### config.mk
export PLATFORM = sky130hd
export DESIGN_NAME = gripper_sequence_controller_core
export DESIGN_NICKNAME = d
export VERILOG_FILES = /design/src/gsc_pkg.sv /design/src/gsc_cfg_regs.sv /design/src/gsc_step.sv /design/src/gripper_sequence_controller_core.sv
export VERILOG_INCLUDE_DIRS = /design/src /design/src/src
export SDC_FILE = /design/constraint.sdc
export NUM_CORES = 1
export LEC_CHECK = 0
export BUFFER_PORTS_ARGS = -buffer_cell sky130_fd_sc_hd__buf_2
export CAP_MARGIN = 5
export CORE_ASPECT_RATIO = 1.25
export CORE_MARGIN = 8
export CORE_UTILIZATION = 56
export DETAILED_ROUTE_END_ITERATION = 10
export GPL_TIMING_DRIVEN = 0
export PLACE_DENSITY = 0.87
export SLEW_MARGIN = 15
export SYNTH_ARGS = -nofsm -noshare
export SYNTH_HDL_FRONTEND = slang
export SYNTH_SLANG_ARGS = --single-unit
export TNS_END_PERCENT = 30
### constraint.sdc
create_clock -name i_clk -period 4.8 [get_ports i_clk]
set_input_delay 0.24 -clock i_clk [delete_from_list [all_inputs] [get_ports i_clk]]
set_output_delay 0.24 -clock i_clk [all_outputs]
set_load 0.05 [all_outputs]
### src/assert_macros.svh
// assertion macros shared by the gripper sequencer rtl
`ifndef ASSERT_MACROS_SVH
`define ASSERT_MACROS_SVH
`ifndef NO_ASSERTIONS
// property checked on every clock edge outside reset
`define ASSERT_CLKD(lbl, prop, msg) \
    lbl: assert property (@(posedge i_clk) disable iff (!i_rst_n) prop) else $error(msg);
// property checked on every clock edge, reset included
`define ASSERT_ALWAYS(lbl, prop, msg) \
    lbl: assert property (@(posedge i_clk) prop) else $error(msg);
`else
`define ASSERT_CLKD(lbl, prop, msg)
`define ASSERT_ALWAYS(lbl, prop, msg)
`endif
`endif

### src/gsc_pkg.sv
// types, codes and constants of the gripper sequencer
`default_nettype none
package gsc_pkg;

    // counter and register widths
    localparam int TIMER_BITS = 16;
    localparam int CFG_W      = 16;
    localparam int CMP_W      = (TIMER_BITS > CFG_W) ? TIMER_BITS : CFG_W;
    localparam int NUM_REGS   = 8;
    localparam int REG_IDX_W  = 3;
    localparam int FUNC_W     = 4;
    localparam logic [TIMER_BITS-1:0] CNT_MAX = {TIMER_BITS{1'b1}};

    // command codes carried on the input tuser
    typedef enum logic [FUNC_W-1:0] {
        FN_TICK        = 4'd0,
        FN_GATHER      = 4'd1,
        FN_EJECT       = 4'd2,
        FN_ADJUST      = 4'd3,
        FN_DROP        = 4'd4,
        FN_CLOSE       = 4'd5,
        FN_OPEN        = 4'd6,
        FN_STOP_SQZ    = 4'd7,
        FN_RESET       = 4'd8,
        FN_WHEELS_IN   = 4'd9,
        FN_WHEELS_OUT  = 4'd10,
        FN_STOP_WHEELS = 4'd11,
        FN_START_CFG   = 4'd12
    } t_func;

    // configuration register indexes
    typedef enum logic [REG_IDX_W-1:0] {
        REG_GATHER_SPIN = 3'd0,
        REG_EJECT_SPIN  = 3'd1,
        REG_ADJUST_OUT  = 3'd2,
        REG_DROP        = 3'd3,
        REG_GRAB_PAUSE  = 3'd4,
        REG_EJECT_STOP  = 3'd5,
        REG_SQUEEZE     = 3'd6,
        REG_RELEASE     = 3'd7
    } t_reg_idx;

    localparam logic [CFG_W-1:0] REG_RESET [NUM_REGS] = '{
        16'd25, 16'd25, 16'd10, 16'd50, 16'd10, 16'd25, 16'd25, 16'd25
    };

    // wheel motor levels
    typedef enum logic [1:0] {
        WHEEL_OFF    = 2'd0,
        WHEEL_GATHER = 2'd1,
        WHEEL_EJECT  = 2'd2,
        WHEEL_ADJUST = 2'd3
    } t_wheel;

    // jaw motor levels
    typedef enum logic [1:0] {
        JAW_OFF     = 2'd0,
        JAW_SQUEEZE = 2'd1,
        JAW_RELEASE = 2'd2
    } t_jaw;

    // running sequence
    typedef enum logic [1:0] {
        SEQ_NONE   = 2'd0,
        SEQ_GATHER = 2'd1,
        SEQ_EJECT  = 2'd2,
        SEQ_ADJUST = 2'd3
    } t_seq;

    // sequence phase, one-hot
    typedef enum logic [2:0] {
        PH_IDLE   = 3'b001,
        PH_SPIN   = 3'b010,
        PH_FINISH = 3'b100
    } t_phase;

    // all timing registers as one bundle
    typedef struct packed {
        logic [CFG_W-1:0] gather_spin;
        logic [CFG_W-1:0] eject_spin;
        logic [CFG_W-1:0] adjust_out;
        logic [CFG_W-1:0] drop;
        logic [CFG_W-1:0] grab_pause;
        logic [CFG_W-1:0] eject_stop;
        logic [CFG_W-1:0] squeeze;
        logic [CFG_W-1:0] release_t;
    } t_cfg;

    // controller state
    typedef struct packed {
        logic                  cube_seen;
        logic                  holding;
        logic                  drop_active;
        logic [TIMER_BITS-1:0] drop_count;
        t_wheel                wheel_cmd;
        t_wheel                wheel_out;
        t_jaw                  jaw_cmd;
        logic                  jaw_moving;
        logic [TIMER_BITS-1:0] jaw_count;
        logic [CFG_W-1:0]      jaw_limit;
        logic                  claw_open;
        logic [TIMER_BITS-1:0] pause_count;
        logic [TIMER_BITS-1:0] release_count;
        t_seq                  active_seq;
        t_phase                seq_phase;
        logic [TIMER_BITS-1:0] seq_count;
    } t_state;

    localparam t_state STATE_RESET = '{
        cube_seen:     1'b0,
        holding:       1'b0,
        drop_active:   1'b0,
        drop_count:    '0,
        wheel_cmd:     WHEEL_OFF,
        wheel_out:     WHEEL_OFF,
        jaw_cmd:       JAW_OFF,
        jaw_moving:    1'b0,
        jaw_count:     '0,
        jaw_limit:     '0,
        claw_open:     1'b0,
        pause_count:   '0,
        release_count: '0,
        active_seq:    SEQ_NONE,
        seq_phase:     PH_IDLE,
        seq_count:     '0
    };

endpackage
`default_nettype wire

### src/gsc_cfg_regs.sv
// timing register file written through the configuration port
`default_nettype none
module gsc_cfg_regs
    import gsc_pkg::*;
(
    input  wire logic                 i_clk,
    input  wire logic                 i_rst_n,
    input  wire logic                 i_cfg_we,
    input  wire logic [REG_IDX_W-1:0] i_cfg_addr,
    input  wire logic [CFG_W-1:0]     i_cfg_wdata,
    output t_cfg                      o_cfg
);

    logic [CFG_W-1:0] r_regs [NUM_REGS];

    // register write, defaults on reset
    always_ff @(posedge i_clk) begin
        if (!i_rst_n) begin
            for (int i = 0; i < NUM_REGS; i++) begin
                r_regs[i] <= REG_RESET[i];
            end
        end else if (i_cfg_we) begin
            r_regs[i_cfg_addr] <= i_cfg_wdata;
        end
    end

    // each register has its own fixed tap
    assign o_cfg.gather_spin = r_regs[REG_GATHER_SPIN];
    assign o_cfg.eject_spin  = r_regs[REG_EJECT_SPIN];
    assign o_cfg.adjust_out  = r_regs[REG_ADJUST_OUT];
    assign o_cfg.drop        = r_regs[REG_DROP];
    assign o_cfg.grab_pause  = r_regs[REG_GRAB_PAUSE];
    assign o_cfg.eject_stop  = r_regs[REG_EJECT_STOP];
    assign o_cfg.squeeze     = r_regs[REG_SQUEEZE];
    assign o_cfg.release_t   = r_regs[REG_RELEASE];

endmodule
`default_nettype wire

### src/gsc_step.sv
// next-state logic for one command or tick beat
`default_nettype none
module gsc_step
    import gsc_pkg::*;
(
    input  wire t_state            i_state,
    input  wire t_cfg              i_cfg,
    input  wire logic [FUNC_W-1:0] i_func,
    input  wire logic              i_cube_sensor,
    output t_state                 o_state
);

    function automatic logic [TIMER_BITS-1:0] sat_inc(input logic [TIMER_BITS-1:0] v);
        return (v == CNT_MAX) ? v : v + 1'b1;
    endfunction

    // counter reached limit, both zero extended
    function automatic logic cnt_ge(input logic [TIMER_BITS-1:0] cnt,
                                    input logic [CFG_W-1:0] lim);
        return CMP_W'(cnt) >= CMP_W'(lim);
    endfunction

    function automatic t_state wheels_stop(input t_state st);
        t_state s;
        s = st;
        s.wheel_cmd = WHEEL_OFF;
        s.holding   = 1'b0;
        return s;
    endfunction

    function automatic t_state wheels_start(input t_state st, input logic inward);
        t_state s;
        s = st;
        if (inward) begin
            s.wheel_cmd = WHEEL_GATHER;
            if (!s.holding) begin
                s.holding     = 1'b1;
                s.pause_count = '0;
            end
        end else begin
            s.wheel_cmd = (s.active_seq == SEQ_ADJUST) ? WHEEL_ADJUST : WHEEL_EJECT;
            if (s.holding) begin
                s.holding       = 1'b0;
                s.release_count = '0;
            end
        end
        return s;
    endfunction

    function automatic t_state jaw_move(input t_state st, input t_jaw code,
                                        input logic open, input logic [CFG_W-1:0] lim);
        t_state s;
        s = st;
        if (s.jaw_cmd != code) begin
            s.jaw_count = '0;
        end
        s.jaw_cmd    = code;
        s.jaw_moving = 1'b1;
        s.claw_open  = open;
        s.jaw_limit  = lim;
        return s;
    endfunction

    function automatic t_state start_seq(input t_state st, input t_seq which);
        t_state s;
        s = st;
        if (s.active_seq != which) begin
            s.active_seq = which;
            s.seq_phase  = PH_IDLE;
        end
        return s;
    endfunction

    logic [CFG_W-1:0] spin_limit;

    // spin time of the running sequence
    always_comb begin
        case (i_state.active_seq)
            SEQ_GATHER: spin_limit = i_cfg.gather_spin;
            SEQ_EJECT:  spin_limit = i_cfg.eject_spin;
            default:    spin_limit = i_cfg.adjust_out;
        endcase
    end

    // one event applied to the state
    always_comb begin
        t_state s;
        s = i_state;
        case (i_func)
            FN_TICK: begin
                // sensor sample and drop timer
                s.cube_seen = !s.claw_open && !i_cube_sensor;
                if (s.drop_active) begin
                    s.drop_count = sat_inc(s.drop_count);
                    if (cnt_ge(s.drop_count, i_cfg.drop)) begin
                        s.drop_active = 1'b0;
                    end
                end
                // sequence step
                if (s.active_seq != SEQ_NONE) begin
                    case (s.seq_phase)
                        PH_IDLE: begin
                            s = wheels_stop(s);
                            s.seq_count = '0;
                            if (s.active_seq != SEQ_GATHER) begin
                                s.release_count = '0;
                            end
                            s.seq_phase = PH_SPIN;
                        end
                        PH_SPIN: begin
                            s = wheels_start(s, s.active_seq == SEQ_GATHER);
                            if (!cnt_ge(s.seq_count, spin_limit)) begin
                                s.seq_count = sat_inc(s.seq_count);
                            end else begin
                                s.seq_count = '0;
                                s.seq_phase = PH_FINISH;
                            end
                        end
                        PH_FINISH: begin
                            if (s.active_seq == SEQ_GATHER) begin
                                s = jaw_move(s, JAW_SQUEEZE, 1'b0, i_cfg.squeeze);
                                s.active_seq = SEQ_NONE;
                            end else if (s.active_seq == SEQ_EJECT) begin
                                s = jaw_move(s, JAW_RELEASE, 1'b1, i_cfg.release_t);
                                s.active_seq = SEQ_NONE;
                            end else begin
                                s.active_seq = SEQ_GATHER;
                            end
                            s.seq_phase = PH_IDLE;
                        end
                        default: begin
                        end
                    endcase
                end
                // wheel pause while holding, stop after eject
                if (s.holding) begin
                    if (!s.cube_seen) begin
                        s.wheel_out   = s.wheel_cmd;
                        s.pause_count = '0;
                    end else begin
                        if (cnt_ge(s.pause_count, i_cfg.grab_pause)) begin
                            s.wheel_out = WHEEL_OFF;
                        end
                        s.pause_count = sat_inc(s.pause_count);
                    end
                end else begin
                    s.wheel_out = s.wheel_cmd;
                    if (cnt_ge(s.release_count, i_cfg.eject_stop)) begin
                        s = wheels_stop(s);
                    end
                    s.release_count = sat_inc(s.release_count);
                end
                // jaw move timeout
                if (s.jaw_moving) begin
                    s.jaw_count = sat_inc(s.jaw_count);
                    if (cnt_ge(s.jaw_count, s.jaw_limit)) begin
                        s.jaw_limit  = '0;
                        s.jaw_cmd    = JAW_OFF;
                        s.jaw_moving = 1'b0;
                    end
                end
            end
            FN_GATHER: s = start_seq(s, SEQ_GATHER);
            FN_EJECT:  s = start_seq(s, SEQ_EJECT);
            FN_ADJUST: s = start_seq(s, SEQ_ADJUST);
            FN_DROP: begin
                if (!s.drop_active) begin
                    s.drop_count = '0;
                end
                s.drop_active = 1'b1;
            end
            FN_CLOSE:       s = jaw_move(s, JAW_SQUEEZE, 1'b0, i_cfg.squeeze);
            FN_OPEN:        s = jaw_move(s, JAW_RELEASE, 1'b1, i_cfg.release_t);
            FN_STOP_SQZ:    s.jaw_cmd = JAW_OFF;
            FN_RESET:       s = STATE_RESET;
            FN_WHEELS_IN:   s = wheels_start(s, 1'b1);
            FN_WHEELS_OUT:  s = wheels_start(s, 1'b0);
            FN_STOP_WHEELS: s = wheels_stop(s);
            FN_START_CFG: begin
                s = wheels_stop(s);
                s = jaw_move(s, JAW_SQUEEZE, 1'b0, i_cfg.squeeze);
            end
            default: begin
            end
        endcase
        o_state = s;
    end

endmodule
`default_nettype wire

### src/gripper_sequence_controller_core.sv
// top level of the gripper sequencer: state, result register and handshakes
//
// Usage:
//   Input stream: each beat is one event. s_axis_tuser carries the command
//   code (0 tick, 1..12 commands), s_axis_tdata bit 0 the raw cube sensor
//   level, sampled on ticks only. Unused codes leave the state alone.
//   Output stream: one beat per accepted event with the motor and status
//   levels after that event.
//   Timing registers are written through i_cfg_we / i_cfg_addr / i_cfg_wdata
//   while no event is in flight.
//   Latency: the result is valid on the cycle after the input beat is taken.
//   Throughput: one event per cycle unless the output stalls; the state update is
//   a single pass of compare and counter logic feeding the state and result registers.
//   The input is ready whenever the result register is empty or its beat is
//   taken in the same cycle, so a stall on the output holds one result and
//   then stalls the input.
//   Reset (synchronous, active low) clears all state, restores the register
//   defaults and empties the result register.
`default_nettype none
`include "assert_macros.svh"
module gripper_sequence_controller_core
    import gsc_pkg::*;
(
    input  wire logic                 i_clk,
    input  wire logic                 i_rst_n,
    // input event stream
    input  wire logic                 s_axis_tvalid,
    output logic                      s_axis_tready,
    input  wire logic [7:0]           s_axis_tdata,  // [0] cube_sensor, [7:1] zero
    input  wire logic [FUNC_W-1:0]    s_axis_tuser,  // [3:0] func
    // result stream
    output logic                      m_axis_tvalid,
    input  wire logic                 m_axis_tready,
    output logic [7:0]                m_axis_tdata,  // [1:0] wheel_drive, [3:2] squeeze_drive,
                                                     // [4] drop_relay, [5] cube_present,
                                                     // [6] jaw_open, [7] zero
    // configuration write port
    input  wire logic                 i_cfg_we,
    input  wire logic [REG_IDX_W-1:0] i_cfg_addr,
    input  wire logic [CFG_W-1:0]     i_cfg_wdata
);

    t_cfg       cfg;
    t_state     r_st;
    t_state     n_st;
    logic       r_out_valid;
    logic [7:0] r_out_data;
    logic       in_beat;

    // timing registers
    gsc_cfg_regs u_cfg (
        .i_clk       (i_clk),
        .i_rst_n     (i_rst_n),
        .i_cfg_we    (i_cfg_we),
        .i_cfg_addr  (i_cfg_addr),
        .i_cfg_wdata (i_cfg_wdata),
        .o_cfg       (cfg)
    );

    // event logic
    gsc_step u_step (
        .i_state       (r_st),
        .i_cfg         (cfg),
        .i_func        (s_axis_tuser),
        .i_cube_sensor (s_axis_tdata[0]),
        .o_state       (n_st)
    );

    // handshake
    assign s_axis_tready = !r_out_valid || m_axis_tready;
    assign in_beat       = s_axis_tvalid && s_axis_tready;

    // state register
    always_ff @(posedge i_clk) begin
        if (!i_rst_n) begin
            r_st <= STATE_RESET;
        end else if (in_beat) begin
            r_st <= n_st;
        end
    end

    // result valid
    always_ff @(posedge i_clk) begin
        if (!i_rst_n) begin
            r_out_valid <= 1'b0;
        end else if (in_beat) begin
            r_out_valid <= 1'b1;
        end else if (m_axis_tready) begin
            r_out_valid <= 1'b0;
        end
    end

    // result payload
    always_ff @(posedge i_clk) begin
        if (in_beat) begin
            r_out_data <= {1'b0, n_st.claw_open, n_st.cube_seen, n_st.drop_active,
                           n_st.jaw_cmd, n_st.wheel_out};
        end
    end

    assign m_axis_tvalid = r_out_valid;
    assign m_axis_tdata  = r_out_data;

    // checks
    `ASSERT_CLKD(a_beat_gives_result, in_beat |=> r_out_valid, "accepted beat left no result")
    `ASSERT_CLKD(a_jaw_idle_off, !r_st.jaw_moving |-> r_st.jaw_cmd == JAW_OFF, "jaw driven while not moving")
    `ASSERT_CLKD(a_no_seq_idle, r_st.active_seq == SEQ_NONE |-> r_st.seq_phase == PH_IDLE, "phase set with no sequence")
    `ASSERT_CLKD(a_drop_starts, in_beat && s_axis_tuser == FN_DROP |=> r_st.drop_active, "drop command did not start relay")
    `ASSERT_ALWAYS(a_reset_empty, !i_rst_n |=> !m_axis_tvalid, "result valid after reset")

endmodule
`default_nettype wire
Word level (Yosys, flattened, before mapping). Memory sizes are Yosys's and may differ from the RTL's. Cells that the tools add are included.

Reductions and logical operators: 30. $lt $le $gt $ge: 5. Add/subtract/negate cells: 5. Multiplexer cells: 59. Eq/ne operators: 32. Bitwise operators: 7.

Operator list (number): 87-bit one-hot mux with 9 select lines (1); 112-bit 2-to-1 mux (3); 111-bit one-hot mux with 3 select lines (1); 16-bit 2-to-1 mux (18); 111-bit 2-to-1 mux (1); 93-bit 2-to-1 mux (1); 89-bit 2-to-1 mux (1); 16-bit by 1-bit adder with 16-bit output (second input constant) (5); 16-bit == test (second input constant) (5); 16-bit >= comparator (5); 36-bit 2-to-1 mux (2); 68-bit 2-to-1 mux (1); 17-bit one-hot mux with 3 select lines (1); 37-bit 2-to-1 mux (1); 35-bit 2-to-1 mux (1); 16-bit one-hot mux with 2 select lines (1); 21-bit 2-to-1 mux (1); 4-bit == test (second input constant) (5); 4-bit one-hot mux with 5 select lines (1); 9-bit AND reduction (2); 17-bit 2-to-1 mux (1); 4-bit by 3-bit == test with 1-bit output (second input constant) (4); 2-bit one-hot mux with 4 select lines (2); 8-bit AND reduction (2); other kinds (28) (72).

Output and inout bits: 10. Memories kept: 1. Bits in writable memories: 128. Register bits after elaboration: 120. Input port bits: 36. Logic and storage cells: 157.

Memories: u_cfg.r_regs (words 8, width 16, rd ports 8, clocked after memory_dff 0, wr ports 8, line gsc_cfg_regs.sv:14) `logic [CFG_W-1:0] r_regs [NUM_REGS];`.

Logic depth before layout (Yosys ltp).
Depth in word-level cells: 20. Gate-level depth with buffers: 23. Gate-level depth less buffers: 20.

Cells and area by module. Synthesis repeated with hierarchy kept, for this count alone.

Cell total of the unflattened synthesis: 2046. Area, all modules: 17140.2 um2.

Modules (own cells, without submodules): gsc_step (area each 7631.1 um2, instances 1, cells an instance 1218, sequential area each 0.0 um2); gsc_cfg_regs (area each 4819.6 um2, instances 1, cells an instance 328, sequential area each 3843.7 um2); gripper_sequence_controller_core (area each 4689.5 um2, instances 1, cells an instance 500, sequential area each 2472.4 um2).

Least setup slack after synthesis. Ideal clock, no wire load.

Path type: register -> register. Start: reg r_st[19] in the netlist's numbering. End: reg r_out_data[2], in the netlist m_axis_tdata[2] (data pin). Cell stages (with the launch flop): 23. Clock period less this slack: 4.607 ns. Slack: 0.193 ns. Buffers on the path: 3. Required time: 4.626 ns. Library setup time: 0.174 ns. Arrival time: 4.432 ns. Cells stage by stage: dfxtp_1 > inv_1 > ha_1 > nor4b_1 > buf_2 > o2111ai_1 > clkbuf_1 > and2_1 > ha_1 > nand3_1 > nor2_1 > a2111oi_4 > nand3_1 > xnor2_1 > nor2_1 > ha_1 > a21o_1 > a31oi_1 > o211ai_1 > o21ai_0 > nand2_1 > clkbuf_1 > a311oi_1.

RTL lines: from (decl) (line gripper_sequence_controller_core.sv:44) `t_state r_st;`; from (signal assigned) (line gripper_sequence_controller_core.sv:78) `r_st <= n_st;`; to (signal assigned) (line gripper_sequence_controller_core.sv:96) `r_out_data <= {1'b0, n_st.claw_open, n_st.cube_seen, n_st.drop_active,`; to (decl) (line gripper_sequence_controller_core.sv:47) `logic [7:0] r_out_data;`.

==> impl_metrics.tcl <==
set metrics [dict create \
    io_buffers 35 \
    p_clk_share_pct 44.9 \
    ctsRootBufferMaster "clkbuf_16" \
    max_slew_margin_pct 29.87 \
    viasPerCell 6.714 \
    ys_ff_latch 248 \
    synthArstFlopShare_pct 0 \
    die_y_um 201.6 \
    grt_pass1_vias 14180 \
    intPower_mw 3.658 \
    synth_seq_area_share_pct 40.95 \
    yosys_warnings 0 \
    synthFlopType "edfxtp_1" \
    ant_nets 0 \
    syn_to_final_growth_pct 11.99 \
    r2r_end "m_axis_tdata[2]$_DFFE_PP_" \
    synth_edf_count 135 \
    drtIter0Drc 1522 \
    die_x_um 164.4 \
    slowest_stage "or3b_1" \
    cts_buffers 27 \
    synth_area_um2 15420 \
    r2r_cells 23 \
    critPathArrivalTime_ns 5.01 \
    hold_class "in2reg" \
    drt_pass1_iterations 6 \
    antenna_found_initial 1 \
    pwr_density_cell_nw_per_um2 286.4 \
    vias 14550 \
    drc 0 \
    drv_cap 0 \
    fmaxAchievable_mhz 215.9 \
    routed_wl_um 47660 \
    crit_path_max_fanout 10 \
    setup_violations 0 \
    seqPwrFrac_pct 47.6 \
    rows 68 \
    layout-drive-gt1-share_pct 10.18 \
    diodes 0 \
    nFillCells 2187 \
    end_kind "flop" \
    syn_nets 1842 \
    synth.largest_area_cell "edfxtp_1" \
    grt_max_degree 17 \
    hold_viol 0 \
    clock-sinks 248 \
    whs_path_depth 2 \
    dieArea_um2 33140 \
    critPathLaunchType "flop" \
    power.total_mw 4.948 \
    final_util_pct 63.05 \
    cts_tree "yes" \
    cts.path.max_buffers 3 \
    rrSetupSlack_ns 0.17 \
    finalCriticalPeriod_ns 4.633 \
    coreArea_um2 27400 \
    gp_congestion 0.9471 \
    switching_power_mw 1.290 \
    status "finished clean" \
    hold_ws_ns 0.1005 \
    vdd_ir_drop_max_uv 320.3 \
    synth_cells 1717 \
    period_share_pct 96.52 \
    totalNegativeSetupSlack_ns 0 \
    h-tree-depth 1 \
    hpwlAfterDp_um 33130 \
    required_ns 5.18 \
    final_nets 1921 \
    critPathKind "reg2reg" \
    start_util_pct 56.30 \
    holdPathEnd "u_cfg.r_regs[0][4]$_SDFFCE_PN1P_" \
    grt_pass1_wl_um 73840 \
    netlist.area_leader.share_pct 26.28 \
    gr-total-overflow 0 \
    synth_area_leaders "edfxtp_1 (26%), dfxtp_1 (15%), ha_1 (7.2%), and2_1 (5.6%), a21oi_1 (4.1%)" \
    cts.reportedPaths.clkPinSlew_ns 0.07 \
    r2r-start "r_st[20]$_SDFFE_PN0P_" \
    post-route-cell-area_um2 17270 \
    avgRoutedWirePerCell_um 21.99 \
    syn_area_per_cell_um2 8.984 \
    min_from "i_cfg_wdata[4]" \
    synth_cell_type_count 92 \
    io_pins 46 \
    path_cells "inv_1, ha_1, buf_2, or3b_1, o2111ai_4, buf_8, nand2_1, inv_1, ha_2, nand3_4, nor2_4, a2111o_1, nor2_1, xnor2_1, nor2_1, ha_1, a21o_1, a31oi_2, o211ai_1, o21ai_1, nand2_1, buf_6, a311oi_2" \
    worstMarginPinSlew_ns 1.043 \
    combPwrFrac_pct 7.5 \
    leakagePower_nw 6.322 \
    critPathMaxStageDelay_ns 0.42 \
    maxSlewViolCount 0 \
    grt_use_total_pct 27.84 \
    clk-insertion-delay-late_ns 0.57 \
    clock_skew_ns 0.01336 \
    netSwitchingFraction_pct 26.07 \
    post_dp_cell_area_um2 16110 \
]
[cells in the mapped netlist (all sizes together), types with 18 or more instances]
library cell  number
nor3              33
and2             138
inv               95
ha                89
nand2            151
dfxtp            113
nor2              97
or3               35
a21oi            125
nand4             31
a211oi            18
a31oi             32
buf               21
a22oi             36
o21ai            109
or4               18
clkbuf            68
o211a             19
edfxtp           135
and3              18
nand3             62
nand2b            23
[stage by stage]
| step | cells | setup slack [ns] |
|---|---|---|
| floorplan | 1717 | 0.1935 |
| global placement | 2102 | -1.046 |
| detailed placement | 2107 | -1.000 |
| CTS | 2162 | 0.004092 |
| global route | 2167 | -0.04749 |
| finish | 2167 | 0.1672 |
[final cells by class]
class                      instances  area (um^2)  area share [%]
sequential                       248         6319           36.58
inverter                          95        356.6           2.064
timing repair buffer              50        322.8           1.869
clock inverter                    20        240.2           1.391
multi-input combinational       1285         8491           49.15
tap                              350        437.9           2.535
buffer                            89        410.4           2.376
clock buffer                      30        696.9           4.034
[timing repair]
item | 4_1_cts | 5_1_grt
setup buffers | 4 | 4
cloned | 0 | 1
gates resized for setup | 17 | 15
hold buffers | 1 | 0
hold endpoints to repair | 1 | 0
pin swaps | 4 | 9
setup endpoints to repair | 21 | 21
[power by group through the flow]
stage	Combinational, mW	Clock [mW]	Sequential [mW]
3_3_place_gp	0.328	0	2.39
4_1_cts	0.354	2.22	2.35
6_report	0.370	2.22	2.35
5_1_grt	0.392	2.30	2.36
2_1_floorplan	0.199	0	2.40
3_5_place_dp	0.349	0	2.40
[flip-flops by register name, summed over array words and instances (netlist names)]
name / flops
m_axis_tdata: 7
r_st: 112
u_cfg.r_regs: 128
m_axis_tvalid: 1
[worst max-delay path by stage]
stage	endpoint	slack [ns]	startpoint	depth (start not counted)
3_5_place_dp	m_axis_tdata[2]$_DFFE_PP_	-1.00	r_st[19]$_SDFFE_PN0P_	22
5_1_grt	m_axis_tdata[2]$_DFFE_PP_	-0.05	r_st[19]$_SDFFE_PN0P_	22
4_1_cts	m_axis_tdata[2]$_DFFE_PP_	0.004	r_st[19]$_SDFFE_PN0P_	22
2_1_floorplan	m_axis_tdata[2]$_DFFE_PP_	0.19	r_st[19]$_SDFFE_PN0P_	22
6_report	m_axis_tdata[2]$_DFFE_PP_	0.17	r_st[20]$_SDFFE_PN0P_	23
3_3_place_gp	m_axis_tdata[2]$_DFFE_PP_	-1.05	r_st[19]$_SDFFE_PN0P_	22
[cells by family after synthesis]
family	count (synthesis)	synth area share, %
xor+xnor	22	1.249
flops	248	40.95
buf+inv	184	4.802
mux	14	0.9572
simple gates	667	23.35
fa+ha+maj	89	7.219
other cells	1	0.02431
compound gates	492	21.46
[routing by layer]
layer  track usage (%)  wire length (um)
met5                 0                 0
met4             19.60              3629
met3             6.297              4718
met2             45.91             22560
met1             31.17             16750
[layout by cell type, fill, tap and decap left out, types with 15 or more instances in the layout]
cell type  count
a21oi_1      125
or4_1         17
a211oi_1      18
ha_1          87
a31oi_1       31
o211a_1       19
o21ai_0      100
buf_2         44
nor3_1        29
and2_1       138
or3_1         35
nand3_1       59
nand2b_1      23
nand4_1       31
dfxtp_1      111
and3_1        18
nor2_1        96
inv_1         94
edfxtp_1     135
a22oi_1       36
clkbuf_16     28
nand2_1      149
xnor2_1       16
o221ai_1      17
clkbuf_1      67
o211ai_1      15
[worst max-delay path, delay by kind of cell, from the launching register on]
| kind | cells | cell delay, ns |
|---|---|---|
| and+or+nand+nor | 7 | 1.17 |
| DFF | 1 | 0.37 |
| buffers and inverters | 5 | 0.67 |
| adders and majority gates | 3 | 0.62 |
| xor gates and xnor gates | 1 | 0.19 |
| AOI/OAI and AO/OA | 7 | 1.44 |
Power figures use the tool's default switching activity.
